[src/rtl/axrsc_pkg.sv]
// Shared types and constants for the add-xor-rotate stream cipher unit.
// Used by the mix datapath, the word ring and the top level. No dependencies.
package axrsc_pkg;

  localparam int unsigned WORD_W     = 64;
  localparam int unsigned WORD_COUNT = 8;
  localparam int unsigned ROT_AMT    = 2;
  localparam int unsigned STEP_W     = $clog2(WORD_COUNT);
  localparam int unsigned CFG_IDX_W  = 3;

  // Configuration register indexes.
  localparam logic [CFG_IDX_W-1:0] REG_KEY0      = 3'd0;
  localparam logic [CFG_IDX_W-1:0] REG_KEY1      = 3'd1;
  localparam logic [CFG_IDX_W-1:0] REG_KEY2      = 3'd2;
  localparam logic [CFG_IDX_W-1:0] REG_KEY3      = 3'd3;
  localparam logic [CFG_IDX_W-1:0] REG_NONCE_HI  = 3'd4;
  localparam logic [CFG_IDX_W-1:0] REG_NONCE_LO  = 3'd5;

  // Item opcodes.
  localparam logic OP_REKEY = 1'b0;
  localparam logic OP_CRYPT = 1'b1;

  typedef logic [WORD_W-1:0] word_t;
  typedef logic [WORD_COUNT-1:0][WORD_W-1:0] ring_t;

  // Control of the word ring: a parallel load or one rotate-and-update step.
  typedef struct packed {
    logic load;
    logic step;
  } ring_ctrl_t;

  // Operands of the shared mix unit: four addends and an XOR mask.
  typedef struct packed {
    word_t add_a;
    word_t add_b;
    word_t add_c;
    word_t add_d;
    word_t xor_m;
  } mix_op_t;

endpackage

[src/rtl/add_xor_rotate_stream_cipher_unit.sv]
// Add-xor-rotate stream cipher unit: one shared mix unit under a small sequencer.
// Crypt: one word update per cycle over the 8 steps of a round, then an output
// state that waits for a free output register; a new item is taken only in idle.
// Rekey: a load state, then SETUP_ROUNDS rounds of 8 steps, no result. The 8-step
// chain of dependent word updates runs through the single mix unit.
// Reset (asynchronous, active low) clears the ring, key sum, config and control state.
module add_xor_rotate_stream_cipher_unit #(
  parameter int unsigned SETUP_ROUNDS = 64
) (
  input  logic                                 clk_i,
  input  logic                                 rst_ni,
  // Configuration write port.
  input  logic                                 cfg_we_i,
  input  logic [axrsc_pkg::CFG_IDX_W-1:0]      cfg_idx_i,
  input  logic [axrsc_pkg::WORD_W-1:0]         cfg_wdata_i,
  // Input channel.
  input  logic                                 in_valid_i,
  output logic                                 in_ready_o,
  input  logic                                 opcode_i,
  input  logic [axrsc_pkg::WORD_W-1:0]         data_word_i,
  // Output channel.
  output logic                                 out_valid_o,
  input  logic                                 out_ready_i,
  output logic [axrsc_pkg::WORD_W-1:0]         crypt_word_o
);

  localparam int unsigned ROUND_W = (SETUP_ROUNDS > 1) ? $clog2(SETUP_ROUNDS) : 1;
  localparam logic [ROUND_W-1:0] LAST_ROUND = ROUND_W'(SETUP_ROUNDS - 1);
  localparam logic [axrsc_pkg::STEP_W-1:0] LAST_STEP =
    axrsc_pkg::STEP_W'(axrsc_pkg::WORD_COUNT - 1);

  // Sequencer state codes.
  localparam logic [1:0] ST_IDLE  = 2'd0;
  localparam logic [1:0] ST_LOAD  = 2'd1;
  localparam logic [1:0] ST_ROUND = 2'd2;
  localparam logic [1:0] ST_FIN   = 2'd3;

  // Configuration registers. They only take effect at the next rekey.
  axrsc_pkg::word_t key0_q, key1_q, key2_q, key3_q, nonce_hi_q, nonce_lo_q;

  always_ff @(posedge clk_i or negedge rst_ni) begin
    if (!rst_ni) begin
      key0_q     <= '0;
      key1_q     <= '0;
      key2_q     <= '0;
      key3_q     <= '0;
      nonce_hi_q <= '0;
      nonce_lo_q <= '0;
    end else if (cfg_we_i) begin
      case (cfg_idx_i)
        axrsc_pkg::REG_KEY0:     key0_q     <= cfg_wdata_i;
        axrsc_pkg::REG_KEY1:     key1_q     <= cfg_wdata_i;
        axrsc_pkg::REG_KEY2:     key2_q     <= cfg_wdata_i;
        axrsc_pkg::REG_KEY3:     key3_q     <= cfg_wdata_i;
        axrsc_pkg::REG_NONCE_HI: nonce_hi_q <= cfg_wdata_i;
        axrsc_pkg::REG_NONCE_LO: nonce_lo_q <= cfg_wdata_i;
        default: ;
      endcase
    end
  end

  logic [1:0]                      state_q, state_d;
  logic [axrsc_pkg::STEP_W-1:0]    step_q, step_d;
  logic [ROUND_W-1:0]              round_q, round_d;
  logic                            crypt_q, crypt_d;
  axrsc_pkg::word_t                key_sum_q, key_sum_d;
  // The running round sum is kept as two parts (sum_q + last_q) so that each
  // cycle needs only one four-operand add in the mix unit.
  axrsc_pkg::word_t                sum_q, sum_d;
  axrsc_pkg::word_t                last_q, last_d;
  axrsc_pkg::word_t                data_q, data_d;
  logic                            out_valid_q, out_valid_d;
  axrsc_pkg::word_t                out_word_q, out_word_d;

  axrsc_pkg::ring_ctrl_t           ring_ctrl;
  axrsc_pkg::ring_t                ring_load;
  axrsc_pkg::ring_t                ring_words;
  axrsc_pkg::mix_op_t              mix_op;
  axrsc_pkg::word_t                mix_sum;
  axrsc_pkg::word_t                mix_word;

  logic in_xfer;
  logic out_xfer;
  logic fin_fire;

  assign in_ready_o = (state_q == ST_IDLE);
  assign in_xfer    = in_valid_i && in_ready_o;
  assign out_xfer   = out_valid_q && out_ready_i;
  assign fin_fire   = (state_q == ST_FIN) && (!out_valid_q || out_ready_i);

  // Rekey load image: key words with the nonce folded into words 0 and 1.
  always_comb begin
    ring_load    = '0;
    ring_load[0] = key0_q ^ nonce_hi_q;
    ring_load[1] = key1_q ^ nonce_lo_q;
    ring_load[2] = key2_q;
    ring_load[3] = key3_q;
  end

  // Operand selection for the shared mix unit. In the load cycle it totals the
  // initial state words into the key sum, in a round it performs one word
  // update, and in the final cycle it forms w1 + w7 for the keystream.
  always_comb begin
    mix_op = '0;
    case (state_q)
      ST_LOAD: begin
        mix_op.add_a = ring_load[0];
        mix_op.add_b = ring_load[1];
        mix_op.add_c = ring_load[2];
        mix_op.add_d = ring_load[3];
      end
      ST_ROUND: begin
        mix_op.add_a = ring_words[0];
        mix_op.add_b = ring_words[1];
        mix_op.add_c = sum_q;
        mix_op.add_d = last_q;
        mix_op.xor_m = ring_words[2];
      end
      ST_FIN: begin
        mix_op.add_a = ring_words[1];
        mix_op.add_b = ring_words[axrsc_pkg::WORD_COUNT-1];
      end
      default: ;
    endcase
  end

  axrsc_mix_unit u_mix (
    .op_i   (mix_op),
    .sum_o  (mix_sum),
    .word_o (mix_word)
  );

  axrsc_word_ring u_ring (
    .clk_i        (clk_i),
    .rst_ni       (rst_ni),
    .ctrl_i       (ring_ctrl),
    .load_words_i (ring_load),
    .new_word_i   (mix_word),
    .words_o      (ring_words)
  );

  // Sequencer.
  always_comb begin
    state_d     = state_q;
    step_d      = step_q;
    round_d     = round_q;
    crypt_d     = crypt_q;
    key_sum_d   = key_sum_q;
    sum_d       = sum_q;
    last_d      = last_q;
    data_d      = data_q;
    out_word_d  = out_word_q;
    out_valid_d = out_valid_q && !out_xfer;
    ring_ctrl   = '0;

    case (state_q)
      ST_IDLE: begin
        if (in_xfer) begin
          step_d  = '0;
          round_d = '0;
          if (opcode_i == axrsc_pkg::OP_REKEY) begin
            state_d = ST_LOAD;
          end else begin
            // A crypt item runs a single round on the current state.
            crypt_d = 1'b1;
            data_d  = data_word_i;
            sum_d   = key_sum_q;
            last_d  = '0;
            state_d = ST_ROUND;
          end
        end
      end
      ST_LOAD: begin
        ring_ctrl.load = 1'b1;
        key_sum_d      = mix_sum;
        sum_d          = mix_sum;
        last_d         = '0;
        crypt_d        = 1'b0;
        state_d        = ST_ROUND;
      end
      ST_ROUND: begin
        ring_ctrl.step = 1'b1;
        step_d         = step_q + 1'b1;
        sum_d          = sum_q + last_q;
        last_d         = mix_word;
        if (step_q == LAST_STEP) begin
          if (crypt_q) begin
            state_d = ST_FIN;
          end else if (round_q == LAST_ROUND) begin
            state_d = ST_IDLE;
          end else begin
            // Every round restarts its running sum from the key sum.
            round_d = round_q + 1'b1;
            sum_d   = key_sum_q;
            last_d  = '0;
          end
        end
      end
      ST_FIN: begin
        // Hold here until the output register is free.
        if (fin_fire) begin
          out_word_d  = data_q ^ mix_sum ^ ring_words[3] ^ ring_words[5];
          out_valid_d = 1'b1;
          state_d     = ST_IDLE;
        end
      end
      default: begin
        state_d = ST_IDLE;
      end
    endcase
  end

  always_ff @(posedge clk_i or negedge rst_ni) begin
    if (!rst_ni) begin
      state_q     <= ST_IDLE;
      step_q      <= '0;
      round_q     <= '0;
      crypt_q     <= 1'b0;
      key_sum_q   <= '0;
      out_valid_q <= 1'b0;
    end else begin
      state_q     <= state_d;
      step_q      <= step_d;
      round_q     <= round_d;
      crypt_q     <= crypt_d;
      key_sum_q   <= key_sum_d;
      out_valid_q <= out_valid_d;
    end
  end

  always_ff @(posedge clk_i) begin
    sum_q      <= sum_d;
    last_q     <= last_d;
    data_q     <= data_d;
    out_word_q <= out_word_d;
  end

  assign out_valid_o  = out_valid_q;
  assign crypt_word_o = out_word_q;

  // The step counter is back at zero whenever the sequencer waits for work.
  assert property (@(posedge clk_i) disable iff (!rst_ni)
    (state_q == ST_IDLE) |-> (step_q == '0))
    else $error("step counter not cleared in idle");

  // An accepted rekey goes to the load cycle.
  assert property (@(posedge clk_i) disable iff (!rst_ni)
    (in_xfer && opcode_i == axrsc_pkg::OP_REKEY) |=> (state_q == ST_LOAD))
    else $error("rekey did not start with a load");

  // The last step of a crypt round always leads to the output cycle.
  assert property (@(posedge clk_i) disable iff (!rst_ni)
    (state_q == ST_ROUND && step_q == LAST_STEP && crypt_q) |=> (state_q == ST_FIN))
    else $error("crypt round did not finish into the output cycle");

  // A finished result never overwrites one that is still waiting.
  assert property (@(posedge clk_i) disable iff (!rst_ni)
    (state_q == ST_FIN && out_valid_q && !out_ready_i)
      |=> (state_q == ST_FIN && $stable(out_word_q)))
    else $error("result overwritten while output stalled");

  // The round counter never passes the last setup round.
  assert property (@(posedge clk_i) disable iff (!rst_ni)
    round_q <= LAST_ROUND)
    else $error("round counter out of range");

endmodule

[src/rtl/axrsc_mix_unit.sv]
// Shared arithmetic unit: a four-operand 64-bit add, an XOR and a fixed left rotate.
// Depends on axrsc_pkg.
module axrsc_mix_unit (
  input  axrsc_pkg::mix_op_t op_i,
  output axrsc_pkg::word_t   sum_o,
  output axrsc_pkg::word_t   word_o
);

  axrsc_pkg::word_t mixed;

  assign sum_o  = op_i.add_a + op_i.add_b + op_i.add_c + op_i.add_d;
  assign mixed  = sum_o ^ op_i.xor_m;
  assign word_o = {mixed[axrsc_pkg::WORD_W-1-axrsc_pkg::ROT_AMT:0],
                   mixed[axrsc_pkg::WORD_W-1:axrsc_pkg::WORD_W-axrsc_pkg::ROT_AMT]};

endmodule

[src/rtl/axrsc_word_ring.sv]
// Eight-word state ring. Each step retires the word at tap 0 to tap 7 as its
// updated value and moves the others down by one. Depends on axrsc_pkg.
module axrsc_word_ring (
  input  logic                  clk_i,
  input  logic                  rst_ni,
  input  axrsc_pkg::ring_ctrl_t ctrl_i,
  input  axrsc_pkg::ring_t      load_words_i,
  input  axrsc_pkg::word_t      new_word_i,
  output axrsc_pkg::ring_t      words_o
);

  axrsc_pkg::ring_t words_q;
  axrsc_pkg::ring_t words_d;

  always_comb begin
    words_d = words_q;
    if (ctrl_i.load) begin
      words_d = load_words_i;
    end else if (ctrl_i.step) begin
      for (int k = 0; k < axrsc_pkg::WORD_COUNT - 1; k++) begin
        words_d[k] = words_q[k+1];
      end
      words_d[axrsc_pkg::WORD_COUNT-1] = new_word_i;
    end
  end

  always_ff @(posedge clk_i or negedge rst_ni) begin
    if (!rst_ni) begin
      words_q <= '0;
    end else begin
      words_q <= words_d;
    end
  end

  assign words_o = words_q;

endmodule
[config.mk]
export PLATFORM = sky130hd
export DESIGN_NAME = add_xor_rotate_stream_cipher_unit
export DESIGN_NICKNAME = d
export VERILOG_FILES = /design/src/rtl/axrsc_pkg.sv /design/src/rtl/add_xor_rotate_stream_cipher_unit.sv /design/src/rtl/axrsc_mix_unit.sv /design/src/rtl/axrsc_word_ring.sv
export SDC_FILE = /design/constraint.sdc
export NUM_CORES = 2
export LEC_CHECK = 0
export BUFFER_PORTS_ARGS = -buffer_cell sky130_fd_sc_hd__buf_4
export CAP_MARGIN = 20
export CELL_PAD_IN_SITES_DETAIL_PLACEMENT = 0
export CELL_PAD_IN_SITES_GLOBAL_PLACEMENT = 2
export CORE_MARGIN = 2
export CORE_UTILIZATION = 43
export CTS_CLUSTER_DIAMETER = 80
export DETAILED_ROUTE_END_ITERATION = 6
export GPL_TIMING_DRIVEN = 1
export PLACE_DENSITY_LB_ADDON = 0.1
export SYNTH_ARGS = -nofsm -noshare
export SYNTH_HDL_FRONTEND = slang
export SYNTH_HIERARCHICAL = 1
export SYNTH_SLANG_ARGS = --single-unit
[constraint.sdc]
create_clock -name clk_i -period 9.2 [get_ports clk_i]
set_clock_uncertainty 0.05 [all_clocks]
set_input_delay 0.92 -clock clk_i [delete_from_list [all_inputs] [get_ports clk_i]]
set_output_delay 0.92 -clock clk_i [all_outputs]
set_load 0.005 [all_outputs]
After elaboration in Yosys (flattened, before gate mapping). Cells that the tools add are included.

Eq/ne operators: 17. Reduce and logical (&&, ||, !) cells: 26. $add $sub $neg: 6. Bitwise logic cells: 6. Muxes and demuxes: 38.

Operator list (count): $mux W512 (2); $mux W64 (11); $pmux W128 S3 (1); $pmux W64 S3 (2); $xor A64 B64 Y64 (6); $add A64 B64 Y64 (4); $pmux W128 S2 (1); $mux W6 (4); $reduce_and A2 Y1 (8); $mux W2 (6); $pmux W6 S2 (1); $eq A3 B3 Y1 const B (3); $reduce_and A3 Y1 (3); $ne A2 B2 Y1 const B (4); $pmux W2 S4 (1); $add A6 B1 Y6 const B (1); $eq A3 B2 Y1 const B (2); $eq A6 B6 Y1 const B (1); $mux W1 (6); $pmux W3 S2 (1); $reduce_bool A2 Y1 (3); $reduce_and A5 Y1 (1); $eq A2 B2 Y1 const B (2); $logic_and A1 B1 Y1 (4); 13 further kinds (15).

Bits of input ports: 137. Word-level logic and storage cells: 117. Register bits: 1229. Output and inout bits: 66.

Longest topological paths before layout.
Depth in word-level cells: 10. Depth in mapped cells: 26.

Hierarchy. The synthesis kept the hierarchy.

By module, submodules not included: add_xor_rotate_stream_cipher_unit (cells each 3202, seq. area each 19223.4 um2, area each 37706.2 um2, instances 1); axrsc_word_ring (cells each 2219, seq. area each 12812.3 um2, area each 23936.7 um2, instances 1); axrsc_mix_unit (cells each 1125, seq. area each 0.0 um2, area each 8516.9 um2, instances 1).

Worst setup path before layout. Ideal clock, no wire load.

Kind: reg-to-reg. Start: reg state_q[0]. End: reg last_q[0], enable pin. Clock period less this slack: 7.975 ns. Data required time: 8.493 ns. Path buffers: 3. Library setup time: 0.657 ns. Slack: 1.225 ns. Arrival time: 7.267 ns. Stages on the path, launching flop included: 6. Cells stage by stage: dfrtp_1 > ha_1 > clkbuf_1 > clkbuf_1 > clkbuf_1 > a21oi_1.

Longest elaborated chain between the ends: 4. Elaborated cells on any way between the ends: 8.

RTL lines: start, declared (RTL line add_xor_rotate_stream_cipher_unit.sv:62) `logic [1:0] state_q, state_d;`; start signal, assigned (RTL line add_xor_rotate_stream_cipher_unit.sv:222) `state_q <= state_d;`; $logic_not A2 Y1 (RTL line add_xor_rotate_stream_cipher_unit.sv:86, add_xor_rotate_stream_cipher_unit.sv:156); $logic_and A1 B1 Y1 (RTL line add_xor_rotate_stream_cipher_unit.sv:87) `assign in_xfer = in_valid_i && in_ready_o;`; $ne A2 B1 Y1 (no source line); $reduce_and A3 Y1 (no source line) (*); end signal, assigned (RTL line add_xor_rotate_stream_cipher_unit.sv:233) `last_q <= last_d;`; end, declared (RTL line add_xor_rotate_stream_cipher_unit.sv:70) `axrsc_pkg::word_t last_q, last_d;`.

Mark *: on every way between the ends. The rest lies on a longest branch, timed or not. A chain may end at the register's enable or synchronous reset.

==> reports/qor.txt <==
=========================================================================
Run status ................................................. finished with violations
Violated checks ............................................          DRC
Crit-path max FO ...........................................           73
Antenna violations before repair ...........................            6
Post-CTS Resized ...........................................            0
Worst slack on hold paths ..................................      78.1 ps
Cell area after layout .....................................    78700 um2
Crit Reg-Reg Startpoint .................................... state_q[0]$_DFFE_PN0P_
Endpoint arrival time on the critical path .................      8180 ps
Nature of the critical path endpoint .......................     register
Number of fill cells in the layout .........................        15200
Drt via density ............................................         5.41
Initial Util ...............................................        43.2%
Number of H-tree levels ....................................            4
Met2 usage in global routing ...............................        37.1%
WL final ...................................................    203000 um
Clock sink count ...........................................         1229
Peak Freq ..................................................    0.130 GHz
Register cell area after layout ............................    32000 um2
Crit path time final .......................................      7690 ps
Number of placement rows ...................................          148
Die height .................................................       408 um
Sequential group share of total power ......................        28.4%
Area growth, synth to finish ...............................        12.2%
Actual slew at the worst max-slew pin ......................      1170 ps
# IOs ......................................................          203
Cell Int Power .............................................      18.9 mW
Remaining global-route overflow ............................            0
Met3 usage .................................................        3.25%
Number of distinct library cells after synthesis ...........          109
Worst slew margin relative to its limit ....................        21.7%
Final setup viols ..........................................            0
CTS tree ...................................................        built
Count of final max-slew check failures .....................            0
Global-route met1 utilization ..............................        36.2%
RD Place Congestion ........................................        0.888
Most common cell after layout, fill and taps aside ......... sky130_fd_sc_hd__dfrtp_1
Share of cells above drive strength 1 ......................        14.4%
Drt wl/cell ................................................      22.3 um
Area of combinational cells with multiple inputs ...........    35100 um2
Avg Cell Area, Syn .........................................     10.7 um2
Number of design rule violations left after detail routing .            4
CTS Root Buffer Type ....................................... sky130_fd_sc_hd__clkbuf_16
Detailed Routing Iterations Pass 1 .........................            7
Clk pwr share ..............................................        17.8%
Type of the most critical hold path ........................ input port to async pin
Number of buffers on the longest clock path ................            3
Number of synthesized register bits ........................         1229
HPWL after DPL .............................................    137000 um
Critical path origin ....................................... state_q[0]$_DFFE_PN0P_
# Post-CTS Setup Buffers ...................................            0
Count of warnings emitted by yosys .........................            6
Number of nets with antenna violations after routing .......            0
Number of cells produced by synthesis ......................         6546
Critical path type ......................................... register to register
Largest net degree at the start of global routing ..........          189
VDD IR-drop max ............................................   0.000275 V
Full die area ..............................................   166000 um2
Share of the core filled with cells in the final layout ....        48.5%
Placeable core region ......................................   162000 um2
Leakage power of the design ................................      36.7 nW
Count of hold-fix buffers inserted at cts ..................            0
Final worst path period share ..............................        83.6%
Net count, final ...........................................         7188
Number of failing hold endpoints at the final stage ........            0
Most common flop cell mapped by yosys ...................... sky130_fd_sc_hd__dfrtp_1
Post-route total power .....................................      33.4 mW
Seq/Total Area, Yosys ......................................        45.7%
Comb power frac ............................................        53.8%
Via count of the first global-routing pass .................        49100
Total of max-cap violations ................................            0
Worst path required time ...................................      9690 ps
Post-Route Setup TNS .......................................         0 ps
Busiest layer in global routing ............................         met2
Placed Instance Area .......................................    73800 um2
Global-route wire length before repair .....................    312000 um
Most used cells in the layout excluding fill and tap cells . sky130_fd_sc_hd__dfrtp_1, sky130_fd_sc_hd__nand2_1, sky130_fd_sc_hd__mux2i_1
Insertion delay to the later sink of the worst-skew pair ...       800 ps
Initial detailed-routing violation count ...................         4321
Fraction of power spent switching nets .....................        43.4%
Die width ..................................................       408 um
Net switching component of the power .......................      14.5 mW
Clk slew on worst S/H paths ................................        60 ps
Post-synth EDFFs ...........................................          256
Antenna cell count .........................................            0
Async S/R FF share, synth ..................................        79.2%
I/O Buffers ................................................          202
GRT Resource Usage Total ...................................        24.1%
Post-Syn Area ..............................................    70200 um2
Pwr dens ...................................................   425 nW/um2
Setup repair after global routing missed its margin ........        false
Kind of start point of the critical path ...................     register
TritonCTS Buffers ..........................................          148
Overall via count from detail_route ........................        49200
=========================================================================
critical path, cell delays in order (launching register included):
cell,delay [ps]
sky130_fd_sc_hd__dfrtp_1,440
sky130_fd_sc_hd__inv_1,200
sky130_fd_sc_hd__ha_4,820
sky130_fd_sc_hd__buf_12,420
sky130_fd_sc_hd__a22oi_1,150
sky130_fd_sc_hd__nor2b_1,130
sky130_fd_sc_hd__inv_1,60
sky130_fd_sc_hd__fa_1,490
sky130_fd_sc_hd__inv_1,50
sky130_fd_sc_hd__fa_1,450
sky130_fd_sc_hd__ha_1,360
sky130_fd_sc_hd__a21oi_1,300
sky130_fd_sc_hd__nor2b_1,100
sky130_fd_sc_hd__o311ai_1,680
sky130_fd_sc_hd__a21oi_1,270
sky130_fd_sc_hd__o21ai_0,550
sky130_fd_sc_hd__nand3_1,370
sky130_fd_sc_hd__a21oi_1,410
sky130_fd_sc_hd__o21ai_0,380
sky130_fd_sc_hd__xnor2_1,380
sky130_fd_sc_hd__xnor2_1,180
sky130_fd_sc_hd__xnor2_1,90
sequential cells by signal, indices dropped and copies added, names as in the netlist:
register        flops
state_q             2
key0_q             64
round_q             6
key2_q             64
crypt_q             1
u_ring/words_o    512
crypt_word_o       64
sum_q              64
key3_q             64
last_q             64
step_q              3
nonce_hi_q         64
key1_q             64
out_valid_o         1
nonce_lo_q         64
key_sum_q          64
data_q             64
cell families after synthesis:
group / synth area share [%]
compound gates: 13.0
fa+ha+maj: 6.00
simple gates: 8.85
buf+inv: 5.80
mux: 14.2
xor+xnor: 6.54
other cells: 0.00534
flops: 45.7
synthesized netlist by cell type, types with 6 or more instances:
| master | number | area share (%) |
|---|---|---|
| sky130_fd_sc_hd__nor2_1 | 221 | 1.2 |
| sky130_fd_sc_hd__a22o_1 | 20 | 0.25 |
| sky130_fd_sc_hd__buf_6 | 9 | 0.14 |
| sky130_fd_sc_hd__nand2_1 | 684 | 3.7 |
| sky130_fd_sc_hd__mux2i_1 | 515 | 7.3 |
| sky130_fd_sc_hd__mux2_2 | 424 | 6.8 |
| sky130_fd_sc_hd__o21a_1 | 10 | 0.11 |
| sky130_fd_sc_hd__a21oi_1 | 154 | 1.1 |
| sky130_fd_sc_hd__inv_1 | 412 | 2.2 |
| sky130_fd_sc_hd__nor2b_1 | 140 | 1.2 |
| sky130_fd_sc_hd__and3_1 | 82 | 0.73 |
| sky130_fd_sc_hd__clkbuf_1 | 302 | 1.6 |
| sky130_fd_sc_hd__xnor2_1 | 206 | 2.6 |
| sky130_fd_sc_hd__nand2b_1 | 13 | 0.12 |
| sky130_fd_sc_hd__o21ai_1 | 497 | 3.5 |
| sky130_fd_sc_hd__o211ai_1 | 8 | 0.086 |
| sky130_fd_sc_hd__o21ai_0 | 199 | 1.4 |
| sky130_fd_sc_hd__nor3_1 | 20 | 0.14 |
| sky130_fd_sc_hd__a31oi_1 | 22 | 0.20 |
| sky130_fd_sc_hd__a222oi_1 | 129 | 1.8 |
| sky130_fd_sc_hd__dfrtp_1 | 973 | 35 |
| sky130_fd_sc_hd__nand4_1 | 40 | 0.36 |
| sky130_fd_sc_hd__a22oi_1 | 164 | 1.8 |
| sky130_fd_sc_hd__and4_1 | 7 | 0.087 |
| sky130_fd_sc_hd__o21bai_1 | 24 | 0.26 |
| sky130_fd_sc_hd__edfxtp_1 | 256 | 11 |
| sky130_fd_sc_hd__nand3_1 | 33 | 0.24 |
| sky130_fd_sc_hd__a21o_1 | 89 | 0.95 |
| sky130_fd_sc_hd__and2_1 | 78 | 0.70 |
| sky130_fd_sc_hd__fa_1 | 127 | 3.6 |
| sky130_fd_sc_hd__buf_12 | 44 | 1.3 |
| sky130_fd_sc_hd__ha_1 | 133 | 2.4 |
| sky130_fd_sc_hd__or3_1 | 8 | 0.071 |
| sky130_fd_sc_hd__xor2_1 | 286 | 3.6 |
| sky130_fd_sc_hd__buf_2 | 66 | 0.47 |
| sky130_fd_sc_hd__a211oi_1 | 6 | 0.064 |
routing by layer:
metal,vias up,wire [um]
met1,24700,99500
met4,4,3450
li1,23200,-
met3,228,9010
met2,1078,90900
met5,-,23
final timing paths:
check | to | slack (ps) | cells past startpoint
max in group asynchronous | nonce_hi_q[52]$_DFFE_PN0P_ | 6970 | 3
min reg2reg | step_q[2]$_DFFE_PN0P_ | 450 | 1
min in group clk_i | data_q[50]$_DFFE_PP_ | 250 | 1
min | u_ring/words_o[148]$_DFFE_PN0P_ | 80 | 1
max reg2reg | crypt_word_o[51]$_DFFE_PP_ | 1510 | 21
max | crypt_word_o[51]$_DFFE_PP_ | 1510 | 21
stage by stage:
stage                     setup slack (ps)  std cells
after global placement                1570       8814
after CTS                             1500       9092
final                                 1510       9092
after global routing                  1070       9092
after detailed placement              1530       8816
after floorplan                       1230       6801
power groups by stage:
stage / Sequential (mW) / Clock, mW / Combinational [mW]
after floorplan: 9.05 / 0 / 12.6
after global placement: 9.54 / 0 / 17.8
after detailed placement: 9.57 / 0 / 18.0
after CTS: 9.48 / 6.11 / 18.1
after global routing: 9.69 / 6.34 / 19.8
final: 9.48 / 5.95 / 18.0
cell type report:
class	instances	area share, %
Inverter	412	1.96
Clock buffer	229	5.71
Tap cell	2175	3.46
Sequential cell	1229	40.7
Clock inverter	47	0.578
Multi-Input combinational cell	4727	44.6
Timing Repair Buffer	273	2.98
Power figures use the tool's default switching activity.
